[src/sv/ceb_pkg.sv]
// shared types and constants for the coincidence event builder
// no dependencies
`default_nettype none

package ceb_pkg;

   localparam int TIME_W    = 48;
   localparam int CHANNEL_W = 9;
   localparam int ENERGY_W  = 16;
   localparam int TOT_W     = 32;
   localparam int SUM_W     = 32;
   localparam int COUNT_W   = 10;
   localparam int WINDOW_W  = 32;
   localparam int CSR_IDX_W = 2;
   localparam int CSR_DATA_W = 32;

   localparam logic [COUNT_W-1:0] COUNT_MAX = '1;

   localparam logic [CSR_IDX_W-1:0] CSR_WINDOW    = 2'd0;
   localparam logic [CSR_IDX_W-1:0] CSR_MIN_MULT  = 2'd1;
   localparam logic [CSR_IDX_W-1:0] CSR_THRESHOLD = 2'd2;

   localparam logic [WINDOW_W-1:0] WINDOW_RESET   = 32'd10000;
   localparam logic [COUNT_W-1:0]  MIN_MULT_RESET = 10'd1;

   typedef enum logic [1:0] {
      KIND_FIRST = 2'd0,
      KIND_JOIN  = 2'd1,
      KIND_CLOSE = 2'd2
   } hit_kind_type;

   typedef struct packed {
      hit_kind_type                kind;
      logic [TIME_W-1:0]           time_stamp;
      logic [CHANNEL_W-1:0]        channel;
      logic signed [ENERGY_W-1:0]  energy;
      logic [TOT_W-1:0]            tot;
   } hit_entry_type;

   typedef struct packed {
      logic signed [SUM_W-1:0]     energy;
      logic signed [SUM_W-1:0]     energy_above;
      logic [TIME_W-1:0]           tot;
      logic [COUNT_W-1:0]          hits;
      logic signed [ENERGY_W-1:0]  peak_energy;
      logic [CHANNEL_W-1:0]        peak_channel;
      logic                        accepted;
      logic [TIME_W-1:0]           start;
   } event_type;

   typedef struct packed {
      logic [COUNT_W-1:0]          min_mult;
      logic signed [ENERGY_W-1:0]  threshold;
   } back_cfg_type;

endpackage

`default_nettype wire

[src/sv/ceb_front.sv]
// front end: tracks the open event start time and classifies each hit
// depends on ceb_pkg
`default_nettype none

module ceb_front
   import ceb_pkg::*;
(
   input  wire logic                       clock,
   input  wire logic                       reset,
   input  wire logic                       hit_accept,
   input  wire logic [TIME_W-1:0]          hit_time,
   input  wire logic [CHANNEL_W-1:0]       hit_channel,
   input  wire logic signed [ENERGY_W-1:0] hit_energy,
   input  wire logic [TOT_W-1:0]           hit_tot,
   input  wire logic [WINDOW_W-1:0]        window,
   output hit_entry_type                   entry
);

   logic              open_ff, open_in;
   logic [TIME_W-1:0] start_ff, start_in;
   logic signed [TIME_W+1:0] diff;
   logic              in_window;

   always_comb begin
      diff      = $signed({2'b00, hit_time}) - $signed({2'b00, start_ff});
      in_window = diff <= $signed({{(TIME_W + 2 - WINDOW_W){1'b0}}, window});

      entry.time_stamp = hit_time;
      entry.channel    = hit_channel;
      entry.energy     = hit_energy;
      entry.tot        = hit_tot;
      if (!open_ff) begin
         entry.kind = KIND_FIRST;
      end else if (in_window) begin
         entry.kind = KIND_JOIN;
      end else begin
         entry.kind = KIND_CLOSE;
      end

      open_in  = open_ff | hit_accept;
      start_in = start_ff;
      if (hit_accept && entry.kind != KIND_JOIN) begin
         start_in = hit_time;
      end
   end

   always_ff @(posedge clock) begin
      if (reset) begin
         open_ff  <= 1'b0;
         start_ff <= '0;
      end else begin
         open_ff  <= open_in;
         start_ff <= start_in;
      end
   end

endmodule

`default_nettype wire

[src/sv/ceb_hit_queue.sv]
// four-deep queue of classified hits between front and back end
// depends on ceb_pkg
`default_nettype none

module ceb_hit_queue
   import ceb_pkg::*;
(
   input  wire logic    clock,
   input  wire logic    reset,
   input  wire logic    push,
   input  hit_entry_type push_data,
   output logic         full,
   input  wire logic    pop,
   output logic         valid,
   output hit_entry_type pop_data
);

   localparam int DEPTH = 4;
   localparam int PTR_W = $clog2(DEPTH);

   hit_entry_type        slots_ff [DEPTH];
   logic [PTR_W-1:0]     wr_ptr_ff, wr_ptr_in;
   logic [PTR_W-1:0]     rd_ptr_ff, rd_ptr_in;
   logic [PTR_W:0]       count_ff, count_in;
   logic                 do_push, do_pop;

   always_comb begin
      full     = count_ff == (PTR_W + 1)'(DEPTH);
      valid    = count_ff != '0;
      pop_data = slots_ff[rd_ptr_ff];
      do_push  = push && !full;
      do_pop   = pop && valid;
      wr_ptr_in = do_push ? wr_ptr_ff + 1'b1 : wr_ptr_ff;
      rd_ptr_in = do_pop ? rd_ptr_ff + 1'b1 : rd_ptr_ff;
      count_in  = count_ff + (PTR_W + 1)'(do_push) - (PTR_W + 1)'(do_pop);
   end

   always_ff @(posedge clock) begin
      if (reset) begin
         wr_ptr_ff <= '0;
         rd_ptr_ff <= '0;
         count_ff  <= '0;
      end else begin
         wr_ptr_ff <= wr_ptr_in;
         rd_ptr_ff <= rd_ptr_in;
         count_ff  <= count_in;
      end
   end

   always_ff @(posedge clock) begin
      if (do_push) begin
         slots_ff[wr_ptr_ff] <= push_data;
      end
   end

endmodule

`default_nettype wire

[src/sv/ceb_back.sv]
// back end: accumulates event totals and holds finished events in a result queue
// depends on ceb_pkg
`default_nettype none

module ceb_back
   import ceb_pkg::*;
(
   input  wire logic    clock,
   input  wire logic    reset,
   input  back_cfg_type cfg,
   input  wire logic    entry_valid,
   input  hit_entry_type entry,
   output logic         entry_pop,
   output logic         res_empty,
   input  wire logic    res_pop,
   output event_type    res_data
);

   localparam logic [1:0] RES_DEPTH = 2'd2;

   logic signed [SUM_W-1:0]    energy_ff, energy_in;
   logic signed [SUM_W-1:0]    above_ff, above_in;
   logic [TIME_W-1:0]          tot_ff, tot_in;
   logic [COUNT_W-1:0]         count_ff, count_in;
   logic signed [ENERGY_W-1:0] peak_ff, peak_in;
   logic [CHANNEL_W-1:0]       peak_ch_ff, peak_ch_in;
   logic [TIME_W-1:0]          start_ff, start_in;

   event_type  res_slots_ff [2];
   logic       res_wr_ff, res_wr_in;
   logic       res_rd_ff, res_rd_in;
   logic [1:0] res_count_ff, res_count_in;

   logic signed [SUM_W:0]    energy_wide, above_wide;
   logic [TIME_W:0]          tot_wide;
   logic signed [SUM_W-1:0]  e_ext;
   logic                     above_thr;
   logic                     res_take, res_space, res_write;
   event_type                closing;

   always_comb begin
      e_ext     = SUM_W'(entry.energy);
      above_thr = entry.energy > cfg.threshold;

      res_empty = res_count_ff == '0;
      res_data  = res_slots_ff[res_rd_ff];
      res_take  = res_pop && !res_empty;
      res_space = (res_count_ff != RES_DEPTH) || res_take;
      entry_pop = entry_valid && (entry.kind != KIND_CLOSE || res_space);
      res_write = entry_pop && entry.kind == KIND_CLOSE;

      closing.energy       = energy_ff;
      closing.energy_above = above_ff;
      closing.tot          = tot_ff;
      closing.hits         = count_ff;
      closing.peak_energy  = peak_ff;
      closing.peak_channel = peak_ch_ff;
      closing.accepted     = count_ff >= cfg.min_mult;
      closing.start        = start_ff;

      energy_wide = {energy_ff[SUM_W-1], energy_ff} + {e_ext[SUM_W-1], e_ext};
      above_wide  = {above_ff[SUM_W-1], above_ff} + {e_ext[SUM_W-1], e_ext};
      tot_wide    = {1'b0, tot_ff} + (TIME_W + 1)'(entry.tot);

      energy_in  = energy_ff;
      above_in   = above_ff;
      tot_in     = tot_ff;
      count_in   = count_ff;
      peak_in    = peak_ff;
      peak_ch_in = peak_ch_ff;
      start_in   = start_ff;

      if (entry_pop) begin
         if (entry.kind == KIND_JOIN) begin
            // saturating accumulation
            if (energy_wide[SUM_W] != energy_wide[SUM_W-1]) begin
               energy_in = energy_wide[SUM_W] ? {1'b1, {(SUM_W-1){1'b0}}}
                                              : {1'b0, {(SUM_W-1){1'b1}}};
            end else begin
               energy_in = energy_wide[SUM_W-1:0];
            end
            if (above_thr) begin
               if (above_wide[SUM_W] != above_wide[SUM_W-1]) begin
                  above_in = above_wide[SUM_W] ? {1'b1, {(SUM_W-1){1'b0}}}
                                               : {1'b0, {(SUM_W-1){1'b1}}};
               end else begin
                  above_in = above_wide[SUM_W-1:0];
               end
            end
            tot_in = tot_wide[TIME_W] ? '1 : tot_wide[TIME_W-1:0];
            if (count_ff != COUNT_MAX) begin
               count_in = count_ff + 1'b1;
            end
            if (entry.energy > peak_ff) begin
               peak_in    = entry.energy;
               peak_ch_in = entry.channel;
            end
         end else begin
            // open a new event with this hit
            energy_in  = e_ext;
            above_in   = above_thr ? e_ext : '0;
            tot_in     = TIME_W'(entry.tot);
            count_in   = COUNT_W'(1);
            peak_in    = entry.energy;
            peak_ch_in = entry.channel;
            start_in   = entry.time_stamp;
         end
      end

      res_wr_in    = res_write ? ~res_wr_ff : res_wr_ff;
      res_rd_in    = res_take ? ~res_rd_ff : res_rd_ff;
      res_count_in = res_count_ff + 2'(res_write) - 2'(res_take);
   end

   always_ff @(posedge clock) begin
      if (reset) begin
         energy_ff    <= '0;
         above_ff     <= '0;
         tot_ff       <= '0;
         count_ff     <= '0;
         peak_ff      <= '0;
         peak_ch_ff   <= '0;
         start_ff     <= '0;
         res_wr_ff    <= 1'b0;
         res_rd_ff    <= 1'b0;
         res_count_ff <= '0;
      end else begin
         energy_ff    <= energy_in;
         above_ff     <= above_in;
         tot_ff       <= tot_in;
         count_ff     <= count_in;
         peak_ff      <= peak_in;
         peak_ch_ff   <= peak_ch_in;
         start_ff     <= start_in;
         res_wr_ff    <= res_wr_in;
         res_rd_ff    <= res_rd_in;
         res_count_ff <= res_count_in;
      end
   end

   always_ff @(posedge clock) begin
      if (res_write) begin
         res_slots_ff[res_wr_ff] <= closing;
      end
   end

endmodule

`default_nettype wire

[src/sv/coincidence_event_builder.sv]
// coincidence event builder: one hit beat per cycle in, one event beat per closed event out
// a hit leaves the hit queue at the edge after the one that takes it, at the earliest; the event
// it closes is on rsp_ from that same edge
// throughput is one hit per cycle; full rises only once three hits wait behind a closing hit
// that is held because the two-entry event queue is full and pop is low
// synchronous active-high reset empties both queues, closes any open event and restores
// the register defaults (window 10000, minimum multiplicity 1, threshold 0)
// depends on ceb_pkg, ceb_front, ceb_hit_queue, ceb_back
`default_nettype none

module coincidence_event_builder
   import ceb_pkg::*;
(
   input  wire logic                        clock,
   input  wire logic                        reset,
   input  wire logic                        push,
   output logic                             full,
   input  wire logic [TIME_W-1:0]           req_hit_time,
   input  wire logic [CHANNEL_W-1:0]        req_hit_channel,
   input  wire logic signed [ENERGY_W-1:0]  req_hit_energy,
   input  wire logic [TOT_W-1:0]            req_hit_tot,
   output logic                             empty,
   input  wire logic                        pop,
   output logic signed [SUM_W-1:0]          rsp_event_energy,
   output logic signed [SUM_W-1:0]          rsp_event_energy_above,
   output logic [TIME_W-1:0]                rsp_event_tot,
   output logic [COUNT_W-1:0]               rsp_event_hits,
   output logic signed [ENERGY_W-1:0]       rsp_peak_energy,
   output logic [CHANNEL_W-1:0]             rsp_peak_channel,
   output logic                             rsp_accepted,
   output logic [TIME_W-1:0]                rsp_event_start,
   input  wire logic                        csr_valid,
   output logic                             csr_ready,
   input  wire logic [CSR_IDX_W-1:0]        csr_index,
   input  wire logic [CSR_DATA_W-1:0]       csr_wdata
);

   logic [WINDOW_W-1:0]        window_ff, window_in;
   logic [COUNT_W-1:0]         min_mult_ff, min_mult_in;
   logic signed [ENERGY_W-1:0] threshold_ff, threshold_in;

   logic          hit_accept;
   hit_entry_type front_entry;
   hit_entry_type back_entry;
   logic          back_valid, back_pop;
   back_cfg_type  back_cfg;
   event_type     res_data;

   always_comb begin
      csr_ready    = 1'b1;
      window_in    = window_ff;
      min_mult_in  = min_mult_ff;
      threshold_in = threshold_ff;
      if (csr_valid) begin
         case (csr_index)
            CSR_WINDOW:    window_in    = csr_wdata[WINDOW_W-1:0];
            CSR_MIN_MULT:  min_mult_in  = csr_wdata[COUNT_W-1:0];
            CSR_THRESHOLD: threshold_in = csr_wdata[ENERGY_W-1:0];
            default: ;
         endcase
      end
      back_cfg.min_mult  = min_mult_ff;
      back_cfg.threshold = threshold_ff;
      hit_accept = push && !full;
   end

   always_ff @(posedge clock) begin
      if (reset) begin
         window_ff    <= WINDOW_RESET;
         min_mult_ff  <= MIN_MULT_RESET;
         threshold_ff <= '0;
      end else begin
         window_ff    <= window_in;
         min_mult_ff  <= min_mult_in;
         threshold_ff <= threshold_in;
      end
   end

   ceb_front u_front (
      .clock       (clock),
      .reset       (reset),
      .hit_accept  (hit_accept),
      .hit_time    (req_hit_time),
      .hit_channel (req_hit_channel),
      .hit_energy  (req_hit_energy),
      .hit_tot     (req_hit_tot),
      .window      (window_ff),
      .entry       (front_entry)
   );

   ceb_hit_queue u_hit_queue (
      .clock     (clock),
      .reset     (reset),
      .push      (push),
      .push_data (front_entry),
      .full      (full),
      .pop       (back_pop),
      .valid     (back_valid),
      .pop_data  (back_entry)
   );

   ceb_back u_back (
      .clock       (clock),
      .reset       (reset),
      .cfg         (back_cfg),
      .entry_valid (back_valid),
      .entry       (back_entry),
      .entry_pop   (back_pop),
      .res_empty   (empty),
      .res_pop     (pop),
      .res_data    (res_data)
   );

   always_comb begin
      rsp_event_energy       = res_data.energy;
      rsp_event_energy_above = res_data.energy_above;
      rsp_event_tot          = res_data.tot;
      rsp_event_hits         = res_data.hits;
      rsp_peak_energy        = res_data.peak_energy;
      rsp_peak_channel       = res_data.peak_channel;
      rsp_accepted           = res_data.accepted;
      rsp_event_start        = res_data.start;
   end

endmodule

`default_nettype wire
[config.mk]
export PLATFORM = sky130hd
export DESIGN_NAME = coincidence_event_builder
export DESIGN_NICKNAME = d
export VERILOG_FILES = /design/src/sv/ceb_pkg.sv /design/src/sv/ceb_front.sv /design/src/sv/ceb_hit_queue.sv /design/src/sv/ceb_back.sv /design/src/sv/coincidence_event_builder.sv
export SDC_FILE = /design/constraint.sdc
export NUM_CORES = 2
export LEC_CHECK = 0
export BUFFER_PORTS_ARGS = -buffer_cell sky130_fd_sc_hd__buf_4
export CAP_MARGIN = 10
export CORE_ASPECT_RATIO = 1.25
export CORE_MARGIN = 10
export CORE_UTILIZATION = 55
export CTS_CLUSTER_SIZE = 25
export DETAILED_ROUTE_END_ITERATION = 8
export GPL_TIMING_DRIVEN = 0
export PLACE_DENSITY = 0.73
export SYNTH_ARGS = -nofsm -noshare
export SYNTH_HDL_FRONTEND = slang
export SYNTH_SLANG_ARGS = --single-unit
[constraint.sdc]
create_clock -name clock -period 18.21 [get_ports clock]
set_input_delay 0.9105 -clock clock [delete_from_list [all_inputs] [get_ports clock]]
set_output_delay 0.9105 -clock clock [all_outputs]
set_load 0.03 [all_outputs]
=== After elaboration in Yosys (flattened, before gate mapping) ===
Memories as Yosys holds them, arrays and structs flattened. A register that Yosys moved wholly into a read port is not among the register bits.
Cells that the tools add are included.

* Mux-type cells: 26
* Magnitude comparators: 4
* $add $sub $neg: 11
* Bitwise operators: 4
* Equal/unequal tests: 14
* Divide/modulo/power cells: 0
* Shift-type cells: 0
* Multiply operators: 0
* Reductions and logical operators: 20

{| class="wikitable"
|+ Operators with widths
! kind !! number
|-
| 2-to-1 mux 32 bit || 8
|-
| 2-to-1 mux 48 bit || 2
|-
| adder 32 x 16 -> 33 bit || 2
|-
| <= comparator 50 x 33 -> 1 bit || 1
|-
| adder 48 x 32 -> 49 bit || 1
|-
| subtractor 48 x 48 -> 49 bit || 1
|-
| > comparator 16 bit || 2
|-
| 2-to-1 mux 16 bit || 2
|-
| 2-to-1 mux 10 bit || 2
|-
| 2-to-1 mux 9 bit || 2
|-
| AND reduction 2 bit || 7
|-
| adder 10 x 1 -> 10 bit (second input constant) || 1
|-
| greater-or-equal comparator 10 bit || 1
|-
| != test 10 bit (second input constant) || 1
|-
| 2-to-1 mux 2 bit || 4
|-
| != test 2 bit (second input constant) || 4
|-
| logical AND 1 bit || 6
|-
| 2-to-1 mux 1 bit || 6
|-
| adder 2 x 1 -> 2 bit (second input constant) || 2
|-
| equality test 2 x 1 -> 1 bit (second input constant) || 2
|-
| equality test 2 bit (second input constant) || 2
|-
| logical NOT 2 bit || 2
|-
| != test 2 x 1 -> 1 bit (second input constant) || 2
|-
| adder 3 x 1 -> 3 bit || 1
|-
| other kinds (10) || 15
|}

* Latch bits: 0
* Word-level logic and storage cells: 99
* Memory bits (writable): 820
* Input bits: 144
* ROM bits: 0
* Register bits after elaboration: 313
* Memories: 2
* Output and inout port bits: 199

{| class="wikitable"
|+ Memory list
! name !! depth !! width !! read ports !! clocked after Yosys merged registers in !! write ports !! line !! source
|-
| u_hit_queue.slots_ff || 4 || 107 || 1 || 1 || 1 || ceb_hit_queue.sv:21 || <nowiki>hit_entry_type slots_ff [DEPTH];</nowiki>
|-
| u_back.res_slots_ff || 2 || 196 || 1 || 1 || 1 || ceb_back.sv:29 || <nowiki>event_type res_slots_ff [2];</nowiki>
|}

=== Logic depth before layout (Yosys ltp) ===
* Depth in word-level cells: 9
* Mapped depth: 24
* Gate-level depth less buffers: 23

=== By module ===
Synthesis repeated with hierarchy kept, for this count alone.

* Cell total of the unflattened synthesis: 4320
* Area total of the unflattened synthesis: 54109.4 um^2

{| class="wikitable"
|+ By module, submodules not included
! module !! area each (um^2) !! instances !! sequential area each (um^2) !! cells each
|-
| ceb_back || 28569.9 || 1 || 15775.1 || 2486
|-
| ceb_hit_queue || 15882.7 || 1 || 13032.5 || 608
|-
| ceb_front || 7140.6 || 1 || 980.9 || 988
|-
| coincidence_event_builder || 2516.2 || 1 || 1161.1 || 238
|}

=== Least setup slack after synthesis ===
Ideal clock, no wire load.

* Path type: reg2reg
* Start point: reg with a tool-made name
* End point: mem u_back.res_slots_ff[0][0] in the netlist's numbering (enable)
* Buffers on the path: 3
* Arrival: 10.879 ns
* Setup slack: 6.552 ns
* Data required time: 17.431 ns
* Clock period less this slack: 11.658 ns
* Stages on the path, launching flop included: 10
* Library setup time: 0.779 ns
* Path through: dfxtp_1 -> clkbuf_1 -> mux4_2 -> nor2b_1 -> a31o_2 -> buf_2 -> inv_1 -> clkbuf_1 -> and2_1 -> nor2b_1

{| class="wikitable"
|+ RTL lines
! what !! line
|-
| end, declared || ceb_back.sv:29
|}

==> flow_summary.json <==
{
  "status": "completed",
  "arrival_ps": 6720,
  "crit_chain": "clkbuf_1, clkbuf_1, mux4_2, ha_1, fa_1, a21o_1, a21oi_1, o21bai_1, a2111oi_0, nor4_1, o211ai_1, nand2_1, nand2_1, nand2_1, clkbuf_1, o221ai_1, a21oi_1",
  "gr-total-overflow": 0,
  "cts_buffer_depth": 3,
  "crit_cells": 17,
  "power_uw": 10600,
  "maxSlewHeadroom": 0.139,
  "power_leakage_uw": 0.0219,
  "gp_congestion": 0.963,
  "path_max_fanout": 10,
  "ff2ff_path_depth": 17,
  "cts_sinks": 1136,
  "fmax_mhz": 161,
  "post-route-min-period_ps": 6210,
  "r2r-end": "u_back.tot_ff[24]$_SDFFE_PP0P_",
  "vias": 35400,
  "final_antenna_net_count": 0,
  "slowest_delay_ps": 740,
  "die_width_um": 296,
  "max_slew.worst_pin.slew_ps": 1290,
  "min_path_type": "primary input to flop",
  "start_util": 0.554,
  "die_y_um": 365,
  "ctsRootBufferMaster": "clkbuf_16",
  "dieArea_mm2": 0.108,
  "drc": 0,
  "place_inst": 5665,
  "maxSlewViolCount": 0,
  "cts_setup_buffers": 0,
  "num_rows": 126,
  "hold_viol_final": 0,
  "drive_gt1_frac": 0.206,
  "rsz0062_at_grt": "no",
  "finalNetCount": 4934,
  "grt_pass1_vias": 35300,
  "fin_util": 0.640,
  "yosysSeqAreaShare": 0.592,
  "place.port_buffers": 341,
  "yosys_warnings": 0,
  "syn_area_per_cell_um2": 12.8,
  "crit_path_start_kind": "flop",
  "hold_slack_ps": 415,
  "cp-endpoint": "u_back.tot_ff[24]$_SDFFE_PP0P_",
  "p_int_uw": 6460,
  "path_clk_slew_ps": 70,
  "clock_latency_ps": 700,
  "period_share": 0.341,
  "critPathTopFamily": "compound AO/OA/AOI/OAI gates",
  "synth_edf_count": 820,
  "hp-start": "req_hit_energy[3]",
  "grt_first_pass_wirelength_um": 214000,
  "final_cells": 5873,
  "via_per_inst": 6.02,
  "finalSetupViolations": 0,
  "synthDistinctLibCells": 99,
  "synth-async-reset-ratio": 0,
  "ios": 343,
  "ys_ff_latch": 1136,
  "peakVddDrop_mv": 0.117,
  "antenna_found_initial": 16,
  "cp.required_ps": 18720,
  "cts_max_level": 3,
  "synthToLayoutAreaGrowth_pct": 15.6,
  "grtUsageTotal": 0.261,
  "firstDrtPassIters": 8,
  "path_class": "flop to flop",
  "preCtsSetupSlack_ps": 11730,
  "dp_hpwl_um": 105000,
  "synth_flop_cell": "edfxtp_1",
  "p_per_area_mw_per_mm2": 176,
  "clkPwrFrac": 0.211,
  "p_comb_frac": 0.446,
  "finClkSkew_ps": 27.5,
  "seq_power_share": 0.343,
  "end_kind": "flop",
  "synth_area_mm2": 0.0523,
  "final_common_cell": "edfxtp_1",
  "p_switching_uw": 4180,
  "path_buf_inv": 3,
  "syn_nets": 4465,
  "hold_buffers": 0,
  "cp_slowest_cell": "clkbuf_1",
  "postSynthCellCount": 4089,
  "cts_resized": 0,
  "mostFrequentLayoutCells": "820 x edfxtp_1, 392 x nand2_1, 348 x buf_4, 316 x dfxtp_1, 311 x a21oi_1",
  "fin_ws_ps": 12000,
  "core_mm2": 0.0944,
  "grt_max_degree": 60,
  "wirelength_um": 143000,
  "drt_iter0_drc": 2554,
  "post_drt_wl_per_cell_um": 24.3,
  "cts_buffers": 107,
  "cts_tree": "yes",
  "cap_viol_max_count": 0,
  "rrSetupSlack_ps": 12000,
  "p_sw_frac": 0.393
}
==> kinds of logic after synthesis <==
logic type,synth area share
AND/OR/NAND/NOR,0.0904
AO/OA/AOI/OAI,0.116
other,0.0000717
adder cells (fa/ha/maj),0.0562
multiplexers,0.0945
buffers and inverters,0.0296
flip-flops,0.592
XOR/XNOR,0.0209
==> per-stage QoR <==
stage | setup TNS, ps | cell area, µm²
after floorplan | 0 | 52300
after global placement | -108380 | 56400
after detailed placement | 0 | 56900
after CTS | 0 | 60500
after global routing | 0 | 60500
final | 0 | 60500
==> synth_stat cells, drive strengths merged (9+ instances only) <==
| cell type | count | area, µm² |
|---|---|---|
| o31ai | 52 | 409 |
| ha | 227 | 2840 |
| xor2 | 55 | 482 |
| nand4 | 53 | 350 |
| o21ai | 131 | 671 |
| xnor2 | 70 | 613 |
| o221ai | 33 | 307 |
| a41oi | 9 | 97.6 |
| o22ai | 9 | 56.3 |
| and2 | 15 | 93.8 |
| a211o | 9 | 78.8 |
| mux4 | 107 | 2410 |
| a21o | 102 | 766 |
| mux2 | 198 | 2230 |
| o21a | 45 | 339 |
| dfxtp | 316 | 6330 |
| nor2b | 34 | 213 |
| clkbuf | 140 | 528 |
| nand2b | 22 | 138 |
| a21oi | 318 | 1630 |
| inv | 177 | 664 |
| or3 | 14 | 87.6 |
| a221oi | 20 | 244 |
| or4b | 47 | 470 |
| or2 | 12 | 75.1 |
| a31oi | 22 | 138 |
| nand3 | 62 | 328 |
| nor4 | 12 | 90.1 |
| a211oi | 51 | 395 |
| nand2 | 392 | 1470 |
| o21bai | 21 | 158 |
| and3 | 24 | 150 |
| and4 | 9 | 83.8 |
| nor3 | 44 | 225 |
| o211ai | 37 | 278 |
| edfxtp | 820 | 24600 |
| buf | 58 | 353 |
| nor2 | 211 | 800 |
| mux2i | 30 | 300 |
==> worst min path at each step <==
stage	slack, ps	cells past startpoint	to
detailed placement	440	0	u_back.res_slots_ff[0][11]$_DFFE_PP_
CTS	380	1	u_hit_queue.slots_ff[2][50]$_DFFE_PP_
finish	410	1	u_hit_queue.slots_ff[2][35]$_DFFE_PP_
floorplan	420	0	u_back.res_slots_ff[0][49]$_DFFE_PP_
global route	400	1	u_hit_queue.slots_ff[2][35]$_DFFE_PP_
global placement	430	0	u_back.res_slots_ff[1][35]$_DFFE_PP_
==> worst reg2reg max path: cells and delay by family (launching register included) <==
family / cells / cell delay [ps]
AOI/OAI and AO/OA: 7 / 1940
adders and majority gates: 2 / 650
buffers and inverters: 3 / 1570
DFF: 1 / 310
muxes: 1 / 640
and+or+nand+nor: 4 / 940
==> layout make-up <==
cell class / count / area (µm²)
Timing Repair Buffer: 360 / 3030
Clock inverter: 58 / 621
Clock buffer: 144 / 2970
Antenna cell: 6 / 15.0
Fill cell: 7109 / 34000
Inverter: 177 / 664
Tap cell: 1216 / 1520
Multi-Input combinational cell: 2578 / 19800
Buffer: 198 / 882
Sequential cell: 1136 / 30900
==> layer usage <==
| metal | vias up | wire length (µm) | part of all wire | GRT usage |
|---|---|---|---|---|
| met5 | - | 100 | 0.00070 | 0 |
| met4 | 16 | 5250 | 0.037 | 0.0987 |
| met3 | 269 | 9450 | 0.066 | 0.0455 |
| met2 | 1126 | 72700 | 0.51 | 0.463 |
| met1 | 17500 | 55200 | 0.39 | 0.314 |
| li1 | 16400 | - | - | - |
==> sequential cells by signal, summed over array words and instances, names as in the netlist, 2 cells and up, named ones only <==
name,cells
u_back.res_slots_ff,392
u_back.tot_ff,48
u_back.energy_ff,32
u_front.start_ff,48
u_back.res_count_ff,2
u_back.count_ff,10
window_ff,32
min_mult_ff,10
u_back.peak_ff,16
u_hit_queue.wr_ptr_ff,2
u_back.start_ff,48
u_hit_queue.rd_ptr_ff,2
threshold_ff,16
u_back.above_ff,32
u_hit_queue.slots_ff,428
u_hit_queue.count_ff,3
u_back.peak_ch_ff,9
==> power groups by stage <==
stage / logic (µW) / clock network (µW) / registers [µW]
floorplan: 3260 / 0 / 3670
global placement: 4610 / 0 / 3820
detailed placement: 4720 / 0 / 3710
CTS: 4750 / 2280 / 3650
global route: 5130 / 2380 / 3700
finish: 4740 / 2250 / 3650
No activity file was read; power rests on OpenSTA's default activity.
